**src/eszc_pkg.sv**
```systemverilog
// Shared types and constants of the encoder still-zero calibration core.
// No dependencies; all other files reference it by scoped names.
package eszc_pkg;

  localparam int SAMPLE_TARGET   = 100;
  localparam int CNT_W           = 7;
  localparam int ANGLE_W         = 13;
  localparam int COUNTS_PER_TURN = 8192;
  localparam int HALF_TURN       = COUNTS_PER_TURN / 2;
  localparam int SPEED_W         = 16;
  localparam int LIMIT_W         = 15;
  localparam int SPAN_W          = 13;
  localparam int SEQ_W           = 32;
  localparam int UNW_W           = 15;
  localparam int SUM_W           = 22;
  localparam int ROUND_HALF      = SAMPLE_TARGET / 2;
  localparam int RECIP_SH        = 28;
  localparam int RECIP_M         = ((1 << RECIP_SH) + SAMPLE_TARGET - 1) / SAMPLE_TARGET;
  localparam int RECIP_W         = 22;
  localparam int QUOT_W          = 16;
  localparam int CFG_IDX_W       = 2;
  localparam int CFG_DATA_W      = 15;

  localparam logic [CFG_IDX_W-1:0] REG_STILL_LIMIT = 2'd0;
  localparam logic [CFG_IDX_W-1:0] REG_MAX_SPAN    = 2'd1;
  localparam logic [CFG_IDX_W-1:0] REG_USE_FIXED   = 2'd2;
  localparam logic [CFG_IDX_W-1:0] REG_FIXED_ZERO  = 2'd3;

  localparam logic [LIMIT_W-1:0] STILL_LIMIT_RST = 15'd2;
  localparam logic [SPAN_W-1:0]  MAX_SPAN_RST    = 13'd64;

  typedef enum logic [1:0] {
    ST_WAIT_FEEDBACK = 2'd0,
    ST_WAIT_STILL    = 2'd1,
    ST_SAMPLING      = 2'd2,
    ST_CALIBRATED    = 2'd3
  } cal_status_t;

  typedef struct packed {
    logic                      online;
    logic signed [SPEED_W-1:0] rotor_speed;
    logic [ANGLE_W-1:0]        angle;
    logic [SEQ_W-1:0]          frame_seq;
  } frame_t;

  typedef struct packed {
    logic [LIMIT_W-1:0] still_limit;
    logic [SPAN_W-1:0]  max_span;
    logic               use_fixed;
    logic [ANGLE_W-1:0] fixed_zero;
  } cfg_t;

  typedef struct packed {
    cal_status_t             status;
    logic [CNT_W-1:0]        samples;
    logic                    cal_now;
    logic signed [SUM_W-1:0] sum;
  } track_t;

endpackage

```
**src/eszc_track.sv**
```systemverilog
// Calibration run tracker: run state registers and the per-frame update.
// Depends on eszc_pkg.
module eszc_track (
  input  logic            clk,
  input  logic            rst_n,
  input  logic            step,
  input  eszc_pkg::frame_t frame,
  input  eszc_pkg::cfg_t   cfg,
  output eszc_pkg::track_t upd
);

  eszc_pkg::cal_status_t                status_r, status_nxt;
  logic [eszc_pkg::SEQ_W-1:0]           last_seq_r, last_seq_nxt;
  logic [eszc_pkg::CNT_W-1:0]           cnt_r, cnt_nxt;
  logic                                 ref_valid_r, ref_valid_nxt;
  logic [eszc_pkg::ANGLE_W-1:0]         ref_angle_r, ref_angle_nxt;
  logic signed [eszc_pkg::UNW_W-1:0]    min_r, min_nxt;
  logic signed [eszc_pkg::UNW_W-1:0]    max_r, max_nxt;
  logic signed [eszc_pkg::SUM_W-1:0]    sum_r, sum_nxt;
  logic                                 cal_now;

  always_comb begin
    logic [eszc_pkg::SPEED_W:0]          spd_abs;
    logic                                moving;
    logic [eszc_pkg::ANGLE_W-1:0]        ref_a;
    logic signed [eszc_pkg::UNW_W-1:0]   mn, mx, delta, unw;
    logic signed [eszc_pkg::UNW_W:0]     span;
    spd_abs = frame.rotor_speed[eszc_pkg::SPEED_W-1]
            ? (eszc_pkg::SPEED_W+1)'(-{frame.rotor_speed[eszc_pkg::SPEED_W-1], frame.rotor_speed})
            : (eszc_pkg::SPEED_W+1)'({1'b0, frame.rotor_speed});
    moving  = spd_abs > (eszc_pkg::SPEED_W+1)'(cfg.still_limit);
    ref_a   = ref_valid_r ? ref_angle_r : frame.angle;
    mn      = ref_valid_r ? min_r : eszc_pkg::UNW_W'(frame.angle);
    mx      = ref_valid_r ? max_r : eszc_pkg::UNW_W'(frame.angle);
    delta   = eszc_pkg::UNW_W'(frame.angle) - eszc_pkg::UNW_W'(ref_a);
    if (delta > eszc_pkg::UNW_W'(eszc_pkg::HALF_TURN)) begin
      delta = delta - eszc_pkg::UNW_W'(eszc_pkg::COUNTS_PER_TURN);
    end else if (delta < -eszc_pkg::UNW_W'(eszc_pkg::HALF_TURN)) begin
      delta = delta + eszc_pkg::UNW_W'(eszc_pkg::COUNTS_PER_TURN);
    end
    unw = eszc_pkg::UNW_W'(ref_a) + delta;
    if (unw < mn) mn = unw;
    if (unw > mx) mx = unw;
    span = (eszc_pkg::UNW_W+1)'(mx) - (eszc_pkg::UNW_W+1)'(mn);

    status_nxt    = status_r;
    last_seq_nxt  = last_seq_r;
    cnt_nxt       = cnt_r;
    ref_valid_nxt = ref_valid_r;
    ref_angle_nxt = ref_angle_r;
    min_nxt       = min_r;
    max_nxt       = max_r;
    sum_nxt       = sum_r;
    cal_now       = 1'b0;

    if (status_r != eszc_pkg::ST_CALIBRATED) begin
      if (!frame.online || moving) begin
        status_nxt    = frame.online ? eszc_pkg::ST_WAIT_STILL : eszc_pkg::ST_WAIT_FEEDBACK;
        last_seq_nxt  = frame.frame_seq;
        cnt_nxt       = '0;
        ref_valid_nxt = 1'b0;
        sum_nxt       = '0;
      end else begin
        status_nxt = eszc_pkg::ST_SAMPLING;
        if (cnt_r < eszc_pkg::CNT_W'(eszc_pkg::SAMPLE_TARGET) &&
            frame.frame_seq != last_seq_r) begin
          last_seq_nxt  = frame.frame_seq;
          ref_angle_nxt = ref_a;
          min_nxt       = mn;
          max_nxt       = mx;
          if (span > (eszc_pkg::UNW_W+1)'(cfg.max_span)) begin
            status_nxt    = eszc_pkg::ST_WAIT_STILL;
            cnt_nxt       = '0;
            ref_valid_nxt = 1'b0;
            sum_nxt       = '0;
          end else begin
            ref_valid_nxt = 1'b1;
            sum_nxt       = sum_r + eszc_pkg::SUM_W'(unw);
            cnt_nxt       = cnt_r + 1'b1;
          end
        end
        if (status_nxt == eszc_pkg::ST_SAMPLING &&
            cnt_nxt >= eszc_pkg::CNT_W'(eszc_pkg::SAMPLE_TARGET)) begin
          status_nxt = eszc_pkg::ST_CALIBRATED;
          cal_now    = 1'b1;
        end
      end
    end

    upd.status  = status_nxt;
    upd.samples = cnt_nxt;
    upd.cal_now = cal_now;
    upd.sum     = sum_nxt;
  end

  always_ff @(posedge clk) begin
    if (!rst_n) begin
      status_r    <= eszc_pkg::ST_WAIT_FEEDBACK;
      last_seq_r  <= '0;
      cnt_r       <= '0;
      ref_valid_r <= 1'b0;
      ref_angle_r <= '0;
      min_r       <= '0;
      max_r       <= '0;
      sum_r       <= '0;
    end else if (step) begin
      status_r    <= status_nxt;
      last_seq_r  <= last_seq_nxt;
      cnt_r       <= cnt_nxt;
      ref_valid_r <= ref_valid_nxt;
      ref_angle_r <= ref_angle_nxt;
      min_r       <= min_nxt;
      max_r       <= max_nxt;
      sum_r       <= sum_nxt;
    end
  end

endmodule

```
**src/eszc_zero.sv**
```systemverilog
// Zero position unit: rounded average by reciprocal multiply or the fixed zero register, wrap, latch.
// Depends on eszc_pkg.
module eszc_zero (
  input  logic                           clk,
  input  logic                           rst_n,
  input  logic                           latch,
  input  logic                           cal_now,
  input  logic signed [eszc_pkg::SUM_W-1:0] sum,
  input  eszc_pkg::cfg_t                 cfg,
  output logic [eszc_pkg::ANGLE_W-1:0]   zero
);

  logic [eszc_pkg::ANGLE_W-1:0] zero_latched_r;
  logic [eszc_pkg::ANGLE_W-1:0] zero_nxt;

  always_comb begin
    logic                                      neg;
    logic [eszc_pkg::SUM_W-1:0]                mag;
    logic [eszc_pkg::SUM_W+eszc_pkg::RECIP_W-1:0] prod;
    logic [eszc_pkg::QUOT_W-1:0]               quot;
    neg  = sum[eszc_pkg::SUM_W-1];
    mag  = (neg ? eszc_pkg::SUM_W'(-sum) : eszc_pkg::SUM_W'(sum))
         + eszc_pkg::SUM_W'(eszc_pkg::ROUND_HALF);
    prod = (eszc_pkg::SUM_W+eszc_pkg::RECIP_W)'(mag) *
           (eszc_pkg::SUM_W+eszc_pkg::RECIP_W)'(eszc_pkg::RECIP_M);
    quot = prod[eszc_pkg::RECIP_SH +: eszc_pkg::QUOT_W];
    if (cfg.use_fixed) begin
      zero_nxt = cfg.fixed_zero;
    end else if (neg) begin
      zero_nxt = eszc_pkg::ANGLE_W'(-quot);
    end else begin
      zero_nxt = eszc_pkg::ANGLE_W'(quot);
    end
    zero = cal_now ? zero_nxt : zero_latched_r;
  end

  always_ff @(posedge clk) begin
    if (!rst_n) begin
      zero_latched_r <= '0;
    end else if (latch && cal_now) begin
      zero_latched_r <= zero_nxt;
    end
  end

endmodule

```
**src/encoder_still_zero_calibration_core.sv**
```systemverilog
// Top level of the encoder still-zero calibration core: handshakes, config
// registers, pipeline registers. Depends on eszc_pkg, eszc_track, eszc_zero.
//
//   channel | dir | ports
//   in      | in  | in_valid/in_ready, in_online, in_rotor_speed, in_angle, in_frame_seq
//   out     | out | out_valid/out_ready, out_cal_status, out_zero_position, out_samples_taken
//   cfg     | in  | cfg_we, cfg_index, cfg_wdata
//
// One word per cycle sustained while the output is not stalled; a word passes through
// the input register, tracker update and divide/wrap stage on its way to the outputs.
// The run state updates as a word leaves the input register.
// Synchronous active-low reset restores register defaults and empties the pipe.
// A stalled output backs up stage by stage; empty stages keep accepting.
module encoder_still_zero_calibration_core (
  input  logic                                clk,
  input  logic                                rst_n,
  input  logic                                in_valid,
  output logic                                in_ready,
  input  logic                                in_online,
  input  logic signed [eszc_pkg::SPEED_W-1:0] in_rotor_speed,
  input  logic [eszc_pkg::ANGLE_W-1:0]        in_angle,
  input  logic [eszc_pkg::SEQ_W-1:0]          in_frame_seq,
  output logic                                out_valid,
  input  logic                                out_ready,
  output logic [1:0]                          out_cal_status,
  output logic [eszc_pkg::ANGLE_W-1:0]        out_zero_position,
  output logic [eszc_pkg::CNT_W-1:0]          out_samples_taken,
  input  logic                                cfg_we,
  input  logic [eszc_pkg::CFG_IDX_W-1:0]      cfg_index,
  input  logic [eszc_pkg::CFG_DATA_W-1:0]     cfg_wdata
);

  eszc_pkg::cfg_t   cfg_r;
  eszc_pkg::frame_t s1_r;
  eszc_pkg::track_t s2_r;
  eszc_pkg::track_t trk_upd;
  logic             v1_r, v2_r, out_valid_r;
  logic             load1, load2, load3;
  logic [eszc_pkg::ANGLE_W-1:0] zero_val;
  logic [1:0]                   out_status_r;
  logic [eszc_pkg::ANGLE_W-1:0] out_zero_r;
  logic [eszc_pkg::CNT_W-1:0]   out_samples_r;

  assign load3    = !out_valid_r || out_ready;
  assign load2    = !v2_r || load3;
  assign load1    = !v1_r || load2;
  assign in_ready = load1;

  always_ff @(posedge clk) begin
    if (!rst_n) begin
      cfg_r.still_limit <= eszc_pkg::STILL_LIMIT_RST;
      cfg_r.max_span    <= eszc_pkg::MAX_SPAN_RST;
      cfg_r.use_fixed   <= 1'b0;
      cfg_r.fixed_zero  <= '0;
    end else if (cfg_we) begin
      case (cfg_index)
        eszc_pkg::REG_STILL_LIMIT: cfg_r.still_limit <= cfg_wdata;
        eszc_pkg::REG_MAX_SPAN:    cfg_r.max_span    <= cfg_wdata[eszc_pkg::SPAN_W-1:0];
        eszc_pkg::REG_USE_FIXED:   cfg_r.use_fixed   <= cfg_wdata[0];
        eszc_pkg::REG_FIXED_ZERO:  cfg_r.fixed_zero  <= cfg_wdata[eszc_pkg::ANGLE_W-1:0];
        default: ;
      endcase
    end
  end

  always_ff @(posedge clk) begin
    if (!rst_n) begin
      v1_r        <= 1'b0;
      v2_r        <= 1'b0;
      out_valid_r <= 1'b0;
    end else begin
      if (load1) v1_r <= in_valid;
      if (load2) v2_r <= v1_r;
      if (load3) out_valid_r <= v2_r;
    end
  end

  always_ff @(posedge clk) begin
    if (load1) begin
      s1_r.online      <= in_online;
      s1_r.rotor_speed <= in_rotor_speed;
      s1_r.angle       <= in_angle;
      s1_r.frame_seq   <= in_frame_seq;
    end
    if (load2) begin
      s2_r <= trk_upd;
    end
    if (load3) begin
      out_status_r  <= s2_r.status;
      out_zero_r    <= zero_val;
      out_samples_r <= s2_r.samples;
    end
  end

  eszc_track u_track (
    .clk   (clk),
    .rst_n (rst_n),
    .step  (v1_r && load2),
    .frame (s1_r),
    .cfg   (cfg_r),
    .upd   (trk_upd)
  );

  eszc_zero u_zero (
    .clk     (clk),
    .rst_n   (rst_n),
    .latch   (v2_r && load3),
    .cal_now (s2_r.cal_now),
    .sum     (s2_r.sum),
    .cfg     (cfg_r),
    .zero    (zero_val)
  );

  assign out_valid         = out_valid_r;
  assign out_cal_status    = out_status_r;
  assign out_zero_position = out_zero_r;
  assign out_samples_taken = out_samples_r;

  a_cal_full: assert property (@(posedge clk) disable iff (!rst_n)
    out_valid && out_cal_status == eszc_pkg::ST_CALIBRATED |->
      out_samples_taken == eszc_pkg::CNT_W'(eszc_pkg::SAMPLE_TARGET))
    else $error("calibrated with short sample count");

  a_cnt_bound: assert property (@(posedge clk) disable iff (!rst_n)
    out_valid |-> out_samples_taken <= eszc_pkg::CNT_W'(eszc_pkg::SAMPLE_TARGET))
    else $error("sample count beyond target");

  a_wait_empty: assert property (@(posedge clk) disable iff (!rst_n)
    v2_r && (s2_r.status == eszc_pkg::ST_WAIT_FEEDBACK ||
             s2_r.status == eszc_pkg::ST_WAIT_STILL) |-> s2_r.samples == '0)
    else $error("waiting state with samples in run");

  a_cal_now: assert property (@(posedge clk) disable iff (!rst_n)
    v2_r && s2_r.cal_now |-> s2_r.status == eszc_pkg::ST_CALIBRATED)
    else $error("zero latch outside calibration step");

endmodule

```
**config.mk**
```make
export PLATFORM = sky130hd
export DESIGN_NAME = encoder_still_zero_calibration_core
export DESIGN_NICKNAME = d
export VERILOG_FILES = /design/src/eszc_pkg.sv /design/src/eszc_track.sv /design/src/eszc_zero.sv /design/src/encoder_still_zero_calibration_core.sv
export SDC_FILE = /design/constraint.sdc
export NUM_CORES = 1
export LEC_CHECK = 0
export CAP_MARGIN = 10
export CELL_PAD_IN_SITES_DETAIL_PLACEMENT = 0
export CELL_PAD_IN_SITES_GLOBAL_PLACEMENT = 2
export CORE_MARGIN = 2
export CORE_UTILIZATION = 30
export DETAILED_ROUTE_END_ITERATION = 8
export DONT_BUFFER_PORTS = 1
export PLACE_DENSITY = 0.59
export REMOVE_ABC_BUFFERS = 1
export SYNTH_ARGS = -nofsm -noshare
export SYNTH_HDL_FRONTEND = slang
export SYNTH_SLANG_ARGS = --single-unit
```
**constraint.sdc**
```tcl
create_clock -name clk -period 14.65 [get_ports clk]
set_clock_uncertainty 0.1 [all_clocks]
set_input_delay 2.1975 -clock clk [delete_from_list [all_inputs] [get_ports clk]]
set_output_delay 2.1975 -clock clk [all_outputs]
set_load 0.03 [all_outputs]
```
==> results of run 1 <==
[kinds of logic (layout without fill, tap and decap cells)]
group,after synthesis,count (layout),synth area share [%]
AO/OA/AOI/OAI,553,553,14.3
XOR/XNOR,165,165,5.86
adder cells (fa/ha/maj),523,523,31.7
buffers and inverters,398,402,6.09
flip-flops,281,281,27.3
multiplexers,45,45,1.93
other,0,1,0
AND/OR/NAND/NOR,689,689,12.9
[through the flow]
step / instance area (sq um) / setup WS, ns / hold slack [ns] / std cells
3_3_place_gp: 26100 / 2.52 / 0.304 / 3665
4_1_cts: 27400 / 2.07 / 0.321 / 3728
2_1_floorplan: 24600 / 2.99 / 0.300 / 2572
5_1_grt: 27400 / 0.869 / 0.321 / 3728
3_5_place_dp: 26100 / 2.11 / 0.306 / 3665
6_report: 27400 / 2.09 / 0.316 / 3729
[state kept, by name (all words and copies together), names as in the netlist, 15 cells and up]
name / flops
u_track.min_r: 15
cfg_r: 42
u_track.max_r: 15
u_track.last_seq_r: 32
s1_r: 62
u_track.sum_r: 22
s2_r: 32
[worst min-delay path by stage]
stage                                   from                              to  slack, ns
after floorplan           s2_r[30]$_DFFE_PN_     out_cal_status[0]$_DFFE_PP_       0.30
after global placement    s2_r[30]$_DFFE_PN_     out_cal_status[0]$_DFFE_PP_       0.30
after detailed placement  s2_r[28]$_DFFE_PN_  out_samples_taken[5]$_DFFE_PP_       0.31
after CTS                 s2_r[28]$_DFFE_PN_  out_samples_taken[5]$_DFFE_PP_       0.32
after global routing      s2_r[28]$_DFFE_PN_  out_samples_taken[5]$_DFFE_PP_       0.32
final                     s2_r[28]$_DFFE_PN_  out_samples_taken[5]$_DFFE_PP_       0.32
[cell usage in the layout, fill, tap and decap left out, types with 18 or more instances in the layout]
master / synthesis / layout
nand3_1: 43 / 42
a22o_1: 25 / 25
nand2_1: 258 / 257
nor2_1: 170 / 169
edfxtp_1: 116 / 116
a21oi_1: 214 / 214
dfxtp_1: 165 / 164
a211oi_1: 33 / 33
mux2i_1: 33 / 33
o21ai_0: 80 / 80
fa_1: 179 / 179
xor2_1: 48 / 48
ha_1: 344 / 344
and3_1: 18 / 18
clkbuf_16: 0 / 36
xnor2_1: 116 / 116
and2_1: 23 / 23
a22oi_1: 26 / 26
nand4_1: 21 / 21
o21a_1: 26 / 26
buf_4: 0 / 23
nand2b_1: 24 / 23
nor3_1: 40 / 40
a21o_1: 35 / 35
inv_1: 315 / 314
nor2b_1: 32 / 31
[layout make-up]
class / count / area (sq um)
repair buffers: 23 / 173
flip-flops and latches: 281 / 6790
clock buffers: 45 / 975
clock inverters: 18 / 293
fillers: 8390 / 54700
well taps: 1070 / 1340
inverters: 316 / 1190
diodes: 1 / 2.50
multi-input cells: 1975 / 16600
[critical path: cells and delay by family, from the launching register on]
family	cells	cell delay [ns]
AO/OA/AOI/OAI	22	5.57
AND/OR/NAND/NOR	10	2.58
adder cells (fa/ha/maj)	5	1.61
flip-flops	1	0.79
buffers and inverters	1	0.74
multiplexers	2	0.64
XOR/XNOR	2	0.29
[layer usage]
layer | track usage (%) | routed length, um | vias up
li1 | - | - | 9136
met3 | 2.28 | 2270 | 84
met2 | 28.8 | 34700 | 248
met4 | 4.92 | 2020 | 2
met1 | 20.7 | 31100 | 8803
met5 | 0 | 13 | -
==> flow_metrics.tcl, run 1 <==
set metrics [dict create \
    die_height_um 292 \
    grt_pass1_vias 18900 \
    cts_hold_buffers 0 \
    cts_root_buf "clkbuf_16" \
    drt_iter0_drc 760 \
    startpoint "u_track.ref_valid_r$_SDFFE_PN0P_" \
    syn2layout_area_growth_pct 10.1 \
    min_period_ns 12.56 \
    tightest_slew_ns 1.17 \
    hp-class "register to register" \
    yosysTopAreaCellShare_pct 17.3 \
    r2r_end "s2_r[28]$_DFFE_PN_" \
    via_per_inst 4.90 \
    clk-insertion-delay-late_ns 0.55 \
    fin_nets 3239 \
    crit-reg2reg-launch "u_track.ref_valid_r$_SDFFE_PN0P_" \
    synth_seq_area_share_pct 27.3 \
    drtPass1Iterations 5 \
    cp_data_arrival_time_ns 12.75 \
    cts_tree "yes" \
    cts.path.max_buffers 3 \
    antenna_found_initial 1 \
    grtUsageTotal_pct 16.4 \
    synth_area_leaders "ha_1, fa_1, edfxtp_1, dfxtp_1, inv_1" \
    syn_avg_cell_area_sq_um 9.38 \
    boundaryPins 108 \
    r2r_setup_slack_ns 2.09 \
    io_buffers 0 \
    die_w_um 292 \
    holdPathStages 0 \
    setup_viol 0 \
    cts_max_level 2 \
    critical_path.endpoint_type "register" \
    status "finished clean" \
    fmax_mhz 79.6 \
    slew_headroom_pct 20.9 \
    dpl.hpwl_um 56400 \
    core_area_sq_um 82100 \
    synth_flop_cell "dfxtp_1" \
    wl_per_cell_um 18.8 \
    hold_viol_final 0 \
    rsz0062_at_grt "false" \
    numCtsBuffers 35 \
    syn_inst 2654 \
    async_flop_share_pct 0 \
    drv_cap 0 \
    path_max_fanout 35 \
    slew_viol_final 0 \
    ant_nets 0 \
    cpPeakStageDelay_ns 0.89 \
    min_period_over_period_pct 85.7 \
    clock_sinks 281 \
    reg2reg_depth 42 \
    worst_setup_path_start_kind "register" \
    grt_max_degree 93 \
    yosysWarnings 0 \
    drc 0 \
    grt_pass1_wl_um 109000 \
    num_vias 18300 \
    ys_top_cells_by_count "ha_1, inv_1, nand2_1" \
    finalSetupTns_ns 0 \
    synth_largest_area_cell "ha_1" \
    postCtsSetupRepairBufs 0 \
    num_rows 105 \
    routed_wl_um 70000 \
    criticalPathCategory "register to register" \
    post-route-util_pct 33.4 \
    synth.distinct_cells 85 \
    clk_pin_slew_ns 0.06 \
    place.gp.congestion 0.870 \
    post_cts_resized 0 \
    start_util_pct 30.3 \
    crit_slowest_cell "nor3b_2" \
    setup.worst_path.end "s2_r[28]$_DFFE_PN_" \
    drive_gt1_share_pct 4.74 \
    die-area_sq_um 85300 \
    grt_overflow 0 \
    synth-edff-count 116 \
    syn_area_sq_um 24900 \
    ys_seq_elements 281 \
    synth.most_common_cell "ha_1" \
    required_ns 14.84 \
]
Power of run 1 is left out: the tool's default activity adds up to more than one toggle a clock period on the data nets, which glitch-free logic cannot reach.
==> run 2, diff against run 1 <==
--- a/config.mk
+++ b/config.mk
@@ -9,11 +9,12 @@
 export CELL_PAD_IN_SITES_DETAIL_PLACEMENT = 0
 export CELL_PAD_IN_SITES_GLOBAL_PLACEMENT = 2
 export CORE_MARGIN = 2
-export CORE_UTILIZATION = 30
+export CORE_UTILIZATION = 42
 export DETAILED_ROUTE_END_ITERATION = 8
 export DONT_BUFFER_PORTS = 1
-export PLACE_DENSITY = 0.59
+export PLACE_DENSITY = 0.79
 export REMOVE_ABC_BUFFERS = 1
+export SKIP_LAST_GASP = 1
 export SYNTH_ARGS = -nofsm -noshare
 export SYNTH_HDL_FRONTEND = slang
 export SYNTH_SLANG_ARGS = --single-unit
==> flow_metrics.tcl, run 2 (same netlist as run 1, synthesis figures left out) <==
set metrics [dict create \
    grt_pass1_vias 18600 \
    crit-reg2reg-launch "s1_r[32]$_DFFE_PP_" \
    clock_sinks 281 \
    cts_root_buf "clkbuf_16" \
    grt_max_degree 89 \
    layout_common_cells "ha_1, inv_1, nand2_1" \
    criticalPathCategory "register to register" \
    regMostFlops "s1_r" \
    drc 0 \
    diodes 0 \
    fin_nets 3228 \
    crit_slowest_cell "nor3b_2" \
    cts_max_level 1 \
    fin_cells 3419 \
    tightest_slew_ns 1.23 \
    dr_wl_met2_um 31200 \
    syn2layout_area_growth_pct 7.85 \
    grt_overflow 0 \
    slew_headroom_pct 17.3 \
    post_cts_resized 0 \
    setup_viol 0 \
    place.gp.congestion 0.907 \
    drtPass1Iterations 5 \
    rsz0062_at_grt "false" \
    fillers 5716 \
    status "finished clean" \
    path_max_fanout 27 \
    clk-insertion-delay-late_ns 0.61 \
    drv_cap 0 \
    worst_setup_path_start_kind "register" \
    dr_wl_met3_um 2390 \
    numCtsBuffers 31 \
    cts.path.max_buffers 3 \
    num_vias 18300 \
    via_per_inst 5.34 \
    min_period_ns 12.26 \
    drt_iter0_drc 824 \
    slew_viol_final 0 \
    dpl.hpwl_um 50300 \
    drive_gt1_share_pct 4.27 \
    r2r_setup_slack_ns 2.39 \
    antenna_found_initial 1 \
    placed_cells 3360 \
    die_w_um 247 \
    grtUsageTotal_pct 20.6 \
    reg2reg_depth 44 \
    setup_ws_ns 2.39 \
    num_rows 89 \
    finalSetupTns_ns 0 \
    top_layer "met5" \
    io_buffers 0 \
    fmax_mhz 81.6 \
    biggestRegsByFlops "s1_r: 62 flops, cfg_r: 42 flops" \
    cts_hold_buffers 0 \
    r2r_end "u_track.sum_r[21]$_SDFFE_PN0P_" \
    hold_viol_final 0 \
    largest_reg_flops 62 \
    boundaryPins 108 \
    cts_tree "yes" \
    cp_data_arrival_time_ns 12.69 \
    die_height_um 247 \
    routed_wl_um 62600 \
    whs_endpoint "out_samples_taken[2]$_DFFE_PP_" \
    holdPathStages 0 \
    core_area_sq_um 58800 \
    place_ws_ns 2.33 \
    min_period_over_period_pct 83.7 \
    clk_pin_slew_ns 0.06 \
    required_ns 15.08 \
    hp-class "register to register" \
    postCtsSetupRepairBufs 0 \
    wl_per_cell_um 18.3 \
    m1WireLength_um 27200 \
    critical_path.endpoint_type "register" \
    cpPeakStageDelay_ns 0.94 \
    worst_path_most_repeated_cell "ha_1" \
    ant_nets 0 \
    die-area_sq_um 61200 \
    grt_pass1_wl_um 100000 \
    final_common_cell "ha_1" \
    start_util_pct 42.3 \
    hp-start "s2_r[25]$_DFFE_PN_" \
]
-- run 2: layer usage --
metal,vias up,GRT usage [%]
li1,9103,-
met1,8801,26.1
met2,286,36.8
met3,79,2.69
met4,2,5.55
met5,-,0
-- run 2: worst max-delay path by stage --
stage                     slack [ns]                               end                             start  cells after the start
after floorplan                 2.99    u_track.sum_r[21]$_SDFFE_PN0P_  u_track.ref_valid_r$_SDFFE_PN0P_                     43
after CTS                       2.31    u_track.sum_r[21]$_SDFFE_PN0P_  u_track.ref_valid_r$_SDFFE_PN0P_                     43
after detailed placement        2.33    u_track.sum_r[21]$_SDFFE_PN0P_  u_track.ref_valid_r$_SDFFE_PN0P_                     43
final                           2.39    u_track.sum_r[21]$_SDFFE_PN0P_                s1_r[32]$_DFFE_PP_                     44
after global placement          2.71  u_track.ref_valid_r$_SDFFE_PN0P_  u_track.ref_valid_r$_SDFFE_PN0P_                     42
after global routing            1.18  u_track.ref_valid_r$_SDFFE_PN0P_  u_track.ref_valid_r$_SDFFE_PN0P_                     46
-- run 2: area by class of cell --
type | count | area, sq um | share of cell area (%)
Clock inverter | 24 | 355 | 1.32
Tap cell | 773 | 967 | 3.60
Timing Repair Buffer | 16 | 133 | 0.494
Multi-Input combinational cell | 1975 | 16600 | 61.9
Clock buffer | 34 | 787 | 2.93
Sequential cell | 281 | 6790 | 25.3
Inverter | 316 | 1190 | 4.43
-- run 2: critical path: cells and delay by family (launching register included) --
| family | cells | cell delay (ns) |
|---|---|---|
| buffers and inverters | 4 | 0.93 |
| XOR/XNOR | 2 | 0.47 |
| multiplexers | 1 | 0.18 |
| AND/OR/NAND/NOR | 11 | 3.49 |
| adder cells (fa/ha/maj) | 7 | 2.24 |
| AO/OA/AOI/OAI | 19 | 4.32 |
| flip-flops | 1 | 0.49 |
-- run 2: through the flow --
step | utilization (%) | instance area [sq um] | hold slack (ns)
after global placement | 43.7 | 25700 | 0.302
after detailed placement | 43.7 | 25700 | 0.306
after floorplan | - | 24600 | 0.300
after global routing | 45.7 | 26900 | 0.325
final | 45.7 | 26900 | 0.316
after CTS | 45.7 | 26800 | 0.316
Power of run 2 is left out for the same reason.
